<file path="src/ecpvp_pkg.sv">
// Shared types and constants for the enhanced clock victim picker.
package ecpvp_pkg;

   localparam int MAX_FRAMES = 32;
   localparam int FRAME_W    = $clog2(MAX_FRAMES);
   localparam int COUNT_W    = FRAME_W + 1;
   localparam int CSR_DATA_W = 32;
   localparam int CSR_ADDR_W = 3;

   localparam logic [COUNT_W-1:0] FRAMES_RESET = COUNT_W'(MAX_FRAMES);

   typedef enum logic [1:0] {
      CMD_READ  = 2'd0,
      CMD_WRITE = 2'd1,
      CMD_LOAD  = 2'd2,
      CMD_PICK  = 2'd3
   } cmd_type;

   // Register index from paddr[2]
   typedef enum logic {
      REG_POLICY = 1'b0,
      REG_FRAMES = 1'b1
   } reg_type;

   typedef enum logic {
      POLICY_CLOCK = 1'b0,
      POLICY_FIFO  = 1'b1
   } policy_type;

   typedef enum logic [1:0] {
      PASS_CLEAN_A = 2'd0,
      PASS_DIRTY   = 2'd1,
      PASS_CLEAN_B = 2'd2,
      PASS_TAKE    = 2'd3
   } pass_type;

   typedef enum logic [1:0] {
      ST_IDLE = 2'd0,
      ST_SCAN = 2'd1
   } state_type;

   typedef struct packed {
      logic access_en;
      logic pick_fifo;
      logic scan_start;
      logic scan_step;
   } dp_cmd_type;

   typedef struct packed {
      logic     out_free;
      logic     policy_fifo;
      logic     hit;
      pass_type pass;
   } dp_status_type;

endpackage

</file>
<file path="src/ecpvp_csr.sv">
// Configuration register block: policy mode and managed frame count.
module ecpvp_csr
   import ecpvp_pkg::*;
(
   input  logic                  clock,
   input  logic                  reset,
   input  logic                  csr_psel,
   input  logic                  csr_penable,
   input  logic                  csr_pwrite,
   input  logic [CSR_ADDR_W-1:0] csr_paddr,
   input  logic [CSR_DATA_W-1:0] csr_pwdata,
   output logic [CSR_DATA_W-1:0] csr_prdata,
   output logic                  csr_pready,
   output policy_type            policy_o,
   output logic [COUNT_W-1:0]    frames_o
);

   policy_type         policy_ff, policy_in;
   logic [COUNT_W-1:0] frames_ff, frames_in;
   logic               wr_en;
   reg_type            reg_sel;

   assign csr_pready = 1'b1;
   assign wr_en      = csr_psel & csr_penable & csr_pwrite & csr_pready;
   assign reg_sel    = reg_type'(csr_paddr[2]);

   always_comb begin
      policy_in = policy_ff;
      frames_in = frames_ff;
      if (wr_en) begin
         case (reg_sel)
            REG_POLICY: policy_in = policy_type'(csr_pwdata[0]);
            REG_FRAMES: frames_in = csr_pwdata[COUNT_W-1:0];
            default: ;
         endcase
      end
   end

   always_comb begin
      case (reg_sel)
         REG_POLICY: csr_prdata = CSR_DATA_W'(policy_ff);
         REG_FRAMES: csr_prdata = CSR_DATA_W'(frames_ff);
         default:    csr_prdata = '0;
      endcase
   end

   always_ff @(posedge clock) begin
      if (reset) begin
         policy_ff <= POLICY_CLOCK;
         frames_ff <= FRAMES_RESET;
      end else begin
         policy_ff <= policy_in;
         frames_ff <= frames_in;
      end
   end

   assign policy_o = policy_ff;
   assign frames_o = frames_ff;

endmodule

</file>
<file path="src/ecpvp_ctrl.sv">
// Controller state machine: accepts words and sequences the clock scan.
module ecpvp_ctrl
   import ecpvp_pkg::*;
(
   input  logic          clock,
   input  logic          reset,
   input  logic          req_tvalid,
   input  cmd_type       req_cmd,
   output logic          req_tready,
   input  dp_status_type status_i,
   output dp_cmd_type    cmd_o
);

   state_type state_ff, state_in;

   always_ff @(posedge clock) begin
      if (reset) begin
         state_ff <= ST_IDLE;
      end else begin
         state_ff <= state_in;
      end
   end

   always_comb begin
      state_in   = state_ff;
      req_tready = 1'b0;
      cmd_o      = '0;
      case (state_ff)
         ST_IDLE: begin
            req_tready = status_i.out_free;
            if (req_tvalid && status_i.out_free) begin
               if (req_cmd == CMD_PICK) begin
                  if (status_i.policy_fifo) begin
                     cmd_o.pick_fifo = 1'b1;
                  end else begin
                     cmd_o.scan_start = 1'b1;
                     state_in         = ST_SCAN;
                  end
               end else begin
                  cmd_o.access_en = 1'b1;
               end
            end
         end
         ST_SCAN: begin
            cmd_o.scan_step = 1'b1;
            if (status_i.hit) begin
               state_in = ST_IDLE;
            end
         end
         default: state_in = ST_IDLE;
      endcase
   end

endmodule

</file>
<file path="src/ecpvp_datapath.sv">
// Datapath: use/dirty bit vectors, hand, scan counters and result register.
module ecpvp_datapath
   import ecpvp_pkg::*;
(
   input  logic               clock,
   input  logic               reset,
   input  dp_cmd_type         cmd_i,
   output dp_status_type      status_o,
   input  cmd_type            req_cmd,
   input  logic [FRAME_W-1:0] req_frame,
   input  policy_type         policy_i,
   input  logic [COUNT_W-1:0] frames_i,
   input  logic               rsp_tready,
   output logic               rsp_tvalid,
   output logic               rsp_flag,
   output logic [FRAME_W-1:0] rsp_frame,
   output logic               rsp_dirty
);

   logic [MAX_FRAMES-1:0] use_ff, use_in;
   logic [MAX_FRAMES-1:0] dirty_ff, dirty_in;
   logic [FRAME_W-1:0]    hand_ff, hand_in;
   pass_type              pass_ff, pass_in;
   logic [FRAME_W-1:0]    step_ff, step_in;
   logic                  rsp_valid_ff, rsp_valid_in;
   logic                  rsp_flag_ff, rsp_flag_in;
   logic [FRAME_W-1:0]    rsp_frame_ff, rsp_frame_in;
   logic                  rsp_dirty_ff, rsp_dirty_in;

   logic [COUNT_W-1:0]    count;
   logic [FRAME_W-1:0]    last_frame;
   logic [FRAME_W-1:0]    hand_clamp;
   logic [FRAME_W-1:0]    hand_next;
   logic [FRAME_W-1:0]    clamp_next;
   logic                  idx_ok;
   logic                  cur_use;
   logic                  cur_dirty;
   logic                  hit;

   // managed count clamped to 1..MAX_FRAMES
   always_comb begin
      if (frames_i == '0) begin
         count = COUNT_W'(1);
      end else if (frames_i > COUNT_W'(MAX_FRAMES)) begin
         count = COUNT_W'(MAX_FRAMES);
      end else begin
         count = frames_i;
      end
   end

   assign last_frame = FRAME_W'(count - COUNT_W'(1));
   assign hand_clamp = ({1'b0, hand_ff} >= count) ? '0 : hand_ff;
   assign hand_next  = (hand_ff == last_frame) ? '0 : hand_ff + FRAME_W'(1);
   assign clamp_next = (hand_clamp == last_frame) ? '0 : hand_clamp + FRAME_W'(1);
   assign idx_ok     = {1'b0, req_frame} < count;
   assign cur_use    = use_ff[hand_ff];
   assign cur_dirty  = dirty_ff[hand_ff];

   always_comb begin
      case (pass_ff)
         PASS_CLEAN_A, PASS_CLEAN_B: hit = !cur_use && !cur_dirty;
         PASS_DIRTY:                 hit = !cur_use && cur_dirty;
         PASS_TAKE:                  hit = 1'b1;
         default:                    hit = 1'b1;
      endcase
   end

   always_comb begin
      use_in       = use_ff;
      dirty_in     = dirty_ff;
      hand_in      = hand_ff;
      pass_in      = pass_ff;
      step_in      = step_ff;
      rsp_valid_in = rsp_valid_ff && !rsp_tready;
      rsp_flag_in  = rsp_flag_ff;
      rsp_frame_in = rsp_frame_ff;
      rsp_dirty_in = rsp_dirty_ff;

      if (cmd_i.access_en) begin
         if (idx_ok) begin
            case (req_cmd)
               CMD_READ: use_in[req_frame] = 1'b1;
               CMD_WRITE: begin
                  use_in[req_frame]   = 1'b1;
                  dirty_in[req_frame] = 1'b1;
               end
               CMD_LOAD: begin
                  use_in[req_frame]   = 1'b1;
                  dirty_in[req_frame] = 1'b0;
               end
               default: ;
            endcase
         end
         rsp_valid_in = 1'b1;
         rsp_flag_in  = 1'b0;
         rsp_frame_in = '0;
         rsp_dirty_in = 1'b0;
      end

      if (cmd_i.pick_fifo) begin
         hand_in      = clamp_next;
         rsp_valid_in = 1'b1;
         rsp_flag_in  = 1'b1;
         rsp_frame_in = hand_clamp;
         rsp_dirty_in = dirty_ff[hand_clamp];
      end

      if (cmd_i.scan_start) begin
         hand_in = hand_clamp;
         pass_in = PASS_CLEAN_A;
         step_in = '0;
      end

      // one frame per cycle; a full lap of misses moves to the next pass
      if (cmd_i.scan_step) begin
         hand_in = hand_next;
         if (hit) begin
            rsp_valid_in = 1'b1;
            rsp_flag_in  = 1'b1;
            rsp_frame_in = hand_ff;
            rsp_dirty_in = cur_dirty;
         end else begin
            if (pass_ff == PASS_DIRTY) begin
               use_in[hand_ff] = 1'b0;
            end
            if (step_ff == last_frame) begin
               step_in = '0;
               pass_in = pass_type'(pass_ff + 2'd1);
            end else begin
               step_in = step_ff + FRAME_W'(1);
            end
         end
      end
   end

   always_ff @(posedge clock) begin
      if (reset) begin
         use_ff       <= '0;
         dirty_ff     <= '0;
         hand_ff      <= '0;
         pass_ff      <= PASS_CLEAN_A;
         step_ff      <= '0;
         rsp_valid_ff <= 1'b0;
      end else begin
         use_ff       <= use_in;
         dirty_ff     <= dirty_in;
         hand_ff      <= hand_in;
         pass_ff      <= pass_in;
         step_ff      <= step_in;
         rsp_valid_ff <= rsp_valid_in;
      end
   end

   always_ff @(posedge clock) begin
      rsp_flag_ff  <= rsp_flag_in;
      rsp_frame_ff <= rsp_frame_in;
      rsp_dirty_ff <= rsp_dirty_in;
   end

   assign status_o.out_free    = !rsp_valid_ff || rsp_tready;
   assign status_o.policy_fifo = (policy_i == POLICY_FIFO);
   assign status_o.hit         = hit;
   assign status_o.pass        = pass_ff;

   assign rsp_tvalid = rsp_valid_ff;
   assign rsp_flag   = rsp_flag_ff;
   assign rsp_frame  = rsp_frame_ff;
   assign rsp_dirty  = rsp_dirty_ff;

endmodule

</file>
<file path="src/enhanced_clock_page_victim_picker_unit.sv">
// Access/load words and FIFO picks give their result in the cycle after accept.
// Clock-mode picks scan one frame per cycle through the N managed frames.
// Words are handled one at a time; the scan over the use/dirty vectors sets the pick rate.
// A new word is taken once the result register is empty or being drained.
// Reset (synchronous): use and dirty bits cleared, hand at frame 0, clock mode,
// 32 frames managed.
module enhanced_clock_page_victim_picker_unit
   import ecpvp_pkg::*;
(
   input  logic                  clock,
   input  logic                  reset,
   input  logic                  req_tvalid,
   output logic                  req_tready,
   input  logic [7:0]            req_tdata,   // [4:0] frame_index, [7:5] zero
   input  logic [1:0]            req_tuser,   // [1:0] command
   output logic                  rsp_tvalid,
   input  logic                  rsp_tready,
   output logic [7:0]            rsp_tdata,   // [4:0] victim_frame, [5] victim_dirty, [7:6] 0
   output logic                  rsp_tuser,   // [0] victim_valid
   input  logic                  csr_psel,
   input  logic                  csr_penable,
   input  logic                  csr_pwrite,
   input  logic [CSR_ADDR_W-1:0] csr_paddr,
   input  logic [CSR_DATA_W-1:0] csr_pwdata,
   output logic [CSR_DATA_W-1:0] csr_prdata,
   output logic                  csr_pready
);

   policy_type         policy;
   logic [COUNT_W-1:0] frames;
   dp_cmd_type         dp_cmd;
   dp_status_type      dp_status;
   cmd_type            req_cmd;
   logic [FRAME_W-1:0] rsp_frame;
   logic               rsp_dirty;

   assign req_cmd = cmd_type'(req_tuser);

   ecpvp_csr u_csr (
      .clock       (clock),
      .reset       (reset),
      .csr_psel    (csr_psel),
      .csr_penable (csr_penable),
      .csr_pwrite  (csr_pwrite),
      .csr_paddr   (csr_paddr),
      .csr_pwdata  (csr_pwdata),
      .csr_prdata  (csr_prdata),
      .csr_pready  (csr_pready),
      .policy_o    (policy),
      .frames_o    (frames)
   );

   ecpvp_ctrl u_ctrl (
      .clock      (clock),
      .reset      (reset),
      .req_tvalid (req_tvalid),
      .req_cmd    (req_cmd),
      .req_tready (req_tready),
      .status_i   (dp_status),
      .cmd_o      (dp_cmd)
   );

   ecpvp_datapath u_datapath (
      .clock      (clock),
      .reset      (reset),
      .cmd_i      (dp_cmd),
      .status_o   (dp_status),
      .req_cmd    (req_cmd),
      .req_frame  (req_tdata[FRAME_W-1:0]),
      .policy_i   (policy),
      .frames_i   (frames),
      .rsp_tready (rsp_tready),
      .rsp_tvalid (rsp_tvalid),
      .rsp_flag   (rsp_tuser),
      .rsp_frame  (rsp_frame),
      .rsp_dirty  (rsp_dirty)
   );

   assign rsp_tdata = {2'b00, rsp_dirty, rsp_frame};

   // a clock-mode pick holds off the input while the scan runs
   a_scan_blocks_input: assert property (@(posedge clock) disable iff (reset)
      req_tvalid && req_tready && (req_cmd == CMD_PICK) && (policy == POLICY_CLOCK)
      |=> !req_tready)
      else $error("input accepted during clock scan");

   // access and load words answer on the next cycle with an empty result
   a_access_result: assert property (@(posedge clock) disable iff (reset)
      req_tvalid && req_tready && (req_cmd != CMD_PICK)
      |=> rsp_tvalid && !rsp_tuser && (rsp_tdata == 8'd0))
      else $error("access word gave wrong result");

   // the last pass always finds a victim
   a_take_pass_hits: assert property (@(posedge clock) disable iff (reset)
      dp_cmd.scan_step && (dp_status.pass == PASS_TAKE) |-> dp_status.hit)
      else $error("scan ran past the last pass");

   // a scan ends by loading a pick result
   a_scan_ends_in_result: assert property (@(posedge clock) disable iff (reset)
      dp_cmd.scan_step && dp_status.hit |=> rsp_tvalid && rsp_tuser)
      else $error("scan hit produced no result");

endmodule
</file>
<file path="config.mk">
export PLATFORM = sky130hd
export DESIGN_NAME = enhanced_clock_page_victim_picker_unit
export DESIGN_NICKNAME = d
export VERILOG_FILES = /design/src/ecpvp_pkg.sv /design/src/ecpvp_csr.sv /design/src/ecpvp_ctrl.sv /design/src/ecpvp_datapath.sv /design/src/enhanced_clock_page_victim_picker_unit.sv
export SDC_FILE = /design/constraint.sdc
export NUM_CORES = 1
export LEC_CHECK = 0
export ABC_AREA = 1
export BUFFER_PORTS_ARGS = -buffer_cell sky130_fd_sc_hd__buf_2
export CORE_MARGIN = 4
export CORE_UTILIZATION = 60
export CTS_CLUSTER_SIZE = 24
export DETAILED_ROUTE_END_ITERATION = 10
export HOLD_SLACK_MARGIN = 0.02
export PLACE_DENSITY = 0.95
export SYNTH_ARGS = -nofsm -noshare
export SYNTH_HDL_FRONTEND = slang
export SYNTH_SLANG_ARGS = --single-unit
</file>
<file path="constraint.sdc">
create_clock -name clock -period 4.61 [get_ports clock]
set_input_delay 0.6915 -clock clock [delete_from_list [all_inputs] [get_ports clock]]
set_output_delay 0.6915 -clock clock [all_outputs]
set_load 0.01 [all_outputs]
</file>
Word level (Yosys, flattened, before mapping)
Cells that the tools add are included.

word-level totals
  output and inout port bits = 44
  input port bits = 52
  word-level logic and storage cells = 135
  register bits after elaboration = 93

operators by class
  reductions and logical operators = 23
  add/sub/neg operators = 5
  equality and inequality tests = 14
  bitwise logic cells = 9
  multiplexer cells = 64
  magnitude comparators = 8

operators with widths
  operator                                             count
  2-to-1 mux 32 bit                                    6
  one-hot mux 32 bit (2 select lines)                  2
  2-to-1 mux 5 bit                                     14
  bitwise AND 32 bit                                   2
  NOT 32 bit                                           2
  OR 32 bit                                            2
  2-to-1 mux 1 bit                                     22
  < comparator 5 x 6 -> 1 bit, second input constant   3
  2-to-1 mux 2 bit                                     9
  adder 5 x 1 -> 5 bit, second input constant          3
  binary-select mux 1 bit (select 5 bit)               3
  == test 5 bit                                        3
  2-to-1 mux 6 bit                                     2
  demux 1 bit (select 5 bit)                           2
  >= comparator 5 x 1 -> 1 bit, second input constant  2
  == test 2 bit, second input constant                 4
  == test 2 x 1 -> 1 bit, second input constant        3
  >= comparator 5 x 6 -> 1 bit                         1
  > comparator 6 bit, second input constant            1
  logical AND 1 bit                                    6
  zero test 2 bit                                      3
  zero test 6 bit                                      1
  < comparator 5 x 6 -> 1 bit                          1
  2-to-1 mux 3 bit                                     2
  other kinds (17)                                     24

Depth between registers and ports, before layout
  depth after elaboration = 12
  gate-level depth with buffers = 18
  gate-level depth less buffers = 18

Cells and area by module
Synthesis repeated with hierarchy kept, for this count alone.

second synthesis, totals
  cells, all modules = 1102
  area, all modules = 6605.1 sq um

by module, submodules not included
  module                                  sequential area each (sq um)  area an instance (sq um)  cells an instance  times used
  ecpvp_datapath                          1681.6                        5916.9                    995                1
  ecpvp_csr                               140.1                         578.1                     89                 1
  ecpvp_ctrl                              20.0                          83.8                      14                 1
  enhanced_clock_page_victim_picker_unit  0.0                           26.3                      4                  1

Worst setup path after synthesis
Ideal clock, no wire load.

  path kind = register to register
  from = reg u_csr.frames_ff[2], in the netlist u_csr.frames_o[2]
  to = reg u_datapath.hand_ff[4]
  arrival = 2.275 ns
  setup slack = 2.216 ns
  period minus slack after synthesis = 2.394 ns
  buffers on the path = 0
  stages on the path, launching flop included = 16
  required time = 4.491 ns
  setup time = 0.119 ns
  cell sequence = dfxtp_1 nor2_1 nand3_1 nand2_1 nand2_1 ha_1 a21oi_1 nor2_1 a21oi_1 nand2_1 nor2_1 ha_1 nand3_1 xor2_1 nand3_1 a21oi_1

on the way
  cells in the longest elaborated chain, start to end = 10
  elaborated cells on any way between the ends = 15
  classes of those cells = 2 x add/sub; 2 x order compare; 2 x eq/ne; 8 x mux; 1 x reduce/logical

ends and longest elaborated chain
  element                                                       RTL line               RTL
  start: declaration                                            ecpvp_csr.sv:19        logic [COUNT_W-1:0] frames_ff, frames_in;
  start signal: assignment                                      ecpvp_csr.sv:53        frames_ff <= frames_in;
  > comparator 6 bit                                            ecpvp_datapath.sv:44   end else if (frames_i > COUNT_W'(MAX_FRAMES)) begin
  2-to-1 mux 6 bit                                              ecpvp_datapath.sv:44
  2-to-1 mux 6 bit *                                            ecpvp_datapath.sv:42   if (frames_i == '0) begin
  >= comparator 5 x 6 -> 1 bit                                  ecpvp_datapath.sv:52   assign hand_clamp = ({1'b0, hand_ff} >= count) ? '0 : hand_ff;
  2-to-1 mux 5 bit                                              ecpvp_datapath.sv:52
  adder 5 x 1 -> 5 bit / == test 5 bit (equally long branches)  ecpvp_datapath.sv:54   assign clamp_next = (hand_clamp == last_frame) ? '0 : hand_clamp + FRAME_W'(1);
  2-to-1 mux 5 bit                                              ecpvp_datapath.sv:54
  2-to-1 mux 5 bit                                              ecpvp_datapath.sv:100  if (cmd_i.pick_fifo) begin
  2-to-1 mux 5 bit                                              ecpvp_datapath.sv:108  if (cmd_i.scan_start) begin
  2-to-1 mux 5 bit *                                            ecpvp_datapath.sv:115  if (cmd_i.scan_step) begin
  end signal: assignment                                        ecpvp_datapath.sv:147  hand_ff <= hand_in;
  end: declaration                                              ecpvp_datapath.sv:22   logic [FRAME_W-1:0] hand_ff, hand_in;

Every way passes the cells marked *; elsewhere a longest branch is shown, timed or not. The select of a mux whose other input is x is not followed.
A chain may end at the register's enable or synchronous reset.

Worst setup path after layout
  from = reg u_csr.frames_ff[2], in the netlist u_csr.frames_o[2]
  to = reg u_datapath.rsp_dirty_ff, in the netlist u_datapath.rsp_dirty

on the way
  cells in the longest elaborated chain, start to end = 10
  elaborated cells on any way between the ends = 11
  classes of those cells = 2 x order compare; 8 x mux; 1 x reduce/logical

ends and longest elaborated chain
  element                                   RTL line               RTL
  > comparator 6 bit                        ecpvp_datapath.sv:44
  2-to-1 mux 6 bit                          ecpvp_datapath.sv:44
  2-to-1 mux 6 bit *                        ecpvp_datapath.sv:42
  >= comparator 5 x 6 -> 1 bit *            ecpvp_datapath.sv:52
  2-to-1 mux 5 bit *                        ecpvp_datapath.sv:52
  binary-select mux 1 bit (select 5 bit) *  ecpvp_datapath.sv:105  rsp_dirty_in = dirty_ff[hand_clamp];
  2-to-1 mux 1 bit (implied by the code) *  ecpvp_datapath.sv:105
  2-to-1 mux 1 bit *                        ecpvp_datapath.sv:100
  2-to-1 mux 1 bit                          ecpvp_datapath.sv:117  if (hit) begin
  2-to-1 mux 1 bit *                        ecpvp_datapath.sv:115
  net u_datapath.rsp_dirty_in               ecpvp_datapath.sv:28   logic rsp_dirty_ff, rsp_dirty_in;
  end signal: assignment                    ecpvp_datapath.sv:157  rsp_dirty_ff <= rsp_dirty_in;
  end: declaration                          ecpvp_datapath.sv:28

Mark *: on every way through the listed nets, which the timed path passes. The rest lies on a longest branch. The select of a mux whose other input is x is not followed.

==> key figures <==
Clock tree
  • Post-CTS Hold Buffers: 0
  • Clock latency at the later pin of the worst-skew pair: 370 ps
  • CTS sink cnt: 92
  • Setup repair bufs after CTS: 0
  • Cts bufs inserted: 9
  • Clock Pin Slew Worst Setup and Hold Paths: 90 ps
  • CTS max path bufs: 2
  • H-tree depth: 3
  • Post-CTS sizing: 0
  • CTS Root Cell: clkbuf_8
  • CTS tree: built

GRT
  • Via count of the first global-routing pass: 5894
  • Total GRT Usage: 28.9%
  • GR Overflow Total: 0
  • Global-route wire length before repair: 27800 um
  • Antenna violations before repair: 0
  • Largest net degree at the start of global routing: 67

Synth
  • Mux cell area share after synthesis: 0%
  • Yosys reg bits: 92
  • Yosys warnings: 0
  • Sequential area share after synthesis: 29.6%
  • Mapped Cells: 989
  • Synth area leaders: dfxtp_1 30%, nand2_1 15%, nand3_1 7.9%, nor2_1 7.3%, inv_1 6.8%
  • Synth Area in Simple Gates: 35.8%
  • Asr flop ratio synth: 0%
  • Adder-cell area share of the yosys netlist: 4.02%
  • Top-count cell post-synth: nand2_1
  • Synth unique cells: 38
  • Commonest cells post-synth: 246 x nand2_1, 121 x nor2_1, 112 x inv_1, 98 x nand3_1, 92 x dfxtp_1
  • Post-synth top flop: dfxtp_1
  • Syn Area/Cell: 6.29 um2
  • Post-synth EDFFs: 0
  • Largest family of logic cells by synthesized area: simple AND/OR/NAND/NOR gates
  • Dominant cell type by area after synthesis: dfxtp_1
  • Compound-Gate Fraction of Synth Area: 14.2%
  • XOR/XNOR share of the synthesized area: 1.97%
  • Yosys top cell area share: 29.6%
  • Mapped Area: 6220 um2

Cells and area
  • Share of layout cells above drive strength 1: 7.48%
  • Post-route cell area: 6470 um2
  • Synth-to-Final Area Change: 3.98%
  • Antenna diodes: 0
  • Final #Nets: 1070

STA
  • Setup Viol. Count Final: 0
  • Post-route clock period utilization: 71.9%
  • Final Hold Viols: 0
  • Worst slew margin: 21.9%
  • Hold slack: 464 ps
  • RSZ-0062 raised after global routing: false
  • Worst Tran Pin Value: 1170 ps
  • Achievable frequency: 0.302 GHz
  • Final Max Tran Viols: 0
  • Clock skew: 7.41 ps
  • TNS Setup: 0 ps
  • Final Critical Period: 3320 ps

Routing
  • Number of nets with antenna violations after routing: 0
  • Via/cell ratio: 5.68
  • Via count: 6452
  • 1st-iter DRT viols: 788
  • Routed wire length: 16800 um
  • Drt first pass iters: 7
  • Routed length per instance: 14.8 um
  • Drt drc: 0

Critical path
  • Critical Path Max Stage Delay: 550 ps
  • Crit path max fanout: 14
  • Crit path cell chain: nor2_1 -> nand3_1 -> nand2_1 -> nand2_2 -> inv_1 -> ha_1 -> inv_1 -> a21boi_0 -> o21ai_0 -> nand2_1 -> nor2_2 -> nand2_1 -> o21bai_1 -> nand3_1 -> nand3_1 -> nand3_1 -> nand3_1
  • Cell repeated most along the worst path: nand3_1
  • CP Capture Type: flop
  • WP data arrival: 3570 ps
  • Cell at the slowest stage of the critical path: nor2_2
  • Setup CP Type: flop to flop
  • Critical path required time: 4870 ps
  • CP Launch Type: flop

Floorplanning
  • IO Count: 96
  • Die W: 110 um
  • Die height: 110 um
  • Row Count: 36
  • Core area: 9950 um2
  • DIE AREA: 12100 um2
  • Starting Density: 62.5%

Power
  • Pwr/cell area: 274 nW/um2
  • Leak Pwr: 2.88 nW
  • Tot Pwr: 0.00178 W
  • Max VDD drop: 0.188 mV

Flow run
  • Number of max-cap violations: 0

Placement
  • Hpwl dp: 11400 um
  • Placed instance area: 6260 um2
  • I/O Buffers: 35
  • Gpl congestion: 0.939

Hold path
  • Hold crit path type: flop to flop

Outcome
  • Run status: finished, final reports clean
## logic make-up (layout without fill, tap and decap cells)
group | after synthesis | in the layout
and+or+nand+nor | 512 | 512
AOI/OAI and AO/OA | 162 | 162
adders and majority gates | 20 | 20
xor gates and xnor gates | 14 | 14
other | 2 | 29
buffers and inverters | 187 | 174
DFF | 92 | 92
## worst paths after layout
path,startpoint,end,slack [ps],depth (start not counted)
hold / removal,flop,flop,460,2
setup / recovery,u_csr.frames_o[2],u_datapath.rsp_dirty,1290,17
setup reg to reg,u_csr.frames_o[2],u_datapath.rsp_dirty,1290,17
hold reg to reg,flop,flop,460,2
## report_power, final
group          internal, W  switching, W  total [W]  leakage, nW
registers         0.000810     0.0000196   0.000829        0.744
clock network     0.000281      0.000302   0.000584        0.102
logic             0.000103      0.000259   0.000362         2.04
total              0.00119      0.000581    0.00178         2.88
## worst max-delay path: cells and delay by family (launching register included)
| family | cells | cell delay (ps) |
|---|---|---|
| flops | 1 | 440 |
| buf+inv | 2 | 170 |
| simple gates | 11 | 1810 |
| compound gates | 3 | 490 |
| fa+ha+maj | 1 | 300 |
## cells in the final DEF, fill, tap and decap left out, types with 2 or more instances in the layout
cell type and instances:
conb_1 29, buf_4 5, o21ai_1 9, o21ai_0 52
nand3_1 98, ha_1 20, clkbuf_8 11, o22ai_1 2
a21o_1 14, a22oi_1 2, clkinvlp_4 2, o21bai_1 2
nand3b_1 2, inv_1 112, xnor2_1 5, nor3b_1 25
buf_2 35, xor2_1 9, nor2_2 3, dfxtp_1 91
nor2_1 121, nand3_2 3, nor3_1 8, inv_2 5
nand2_2 2, nand2_1 246, a21oi_1 73, o221ai_1 4
## per-stage QoR
stage | utilization, % | std cells | setup WS, ps
2_1_floorplan | - | 1016 | 2220
3_3_place_gp | 62.9 | 1120 | 1570
3_5_place_dp | 62.9 | 1120 | 1450
4_1_cts | 65.0 | 1136 | 1430
5_1_grt | 65.0 | 1136 | 984
6_report | 65.0 | 1136 | 1290
## layout make-up
type	instances	area [um2]
multi-input combinational	737	3590
fill	886	3480
sequential	92	1840
inverter	118	445
timing repair buffer	40	213
tap	133	166
clock buffer	11	151
clock inverter	5	58.8
## layer usage
metal | global-route usage [%] | vias to the layer above | wire (um)
li1 | - | 3123 | -
met1 | 38.4 | 2862 | 6660
met2 | 44.7 | 381 | 7460
met3 | 6.22 | 86 | 1980
met4 | 13.2 | 0 | 751
met5 | 0 | - | 0
No activity file was read; power rests on OpenSTA's default activity.
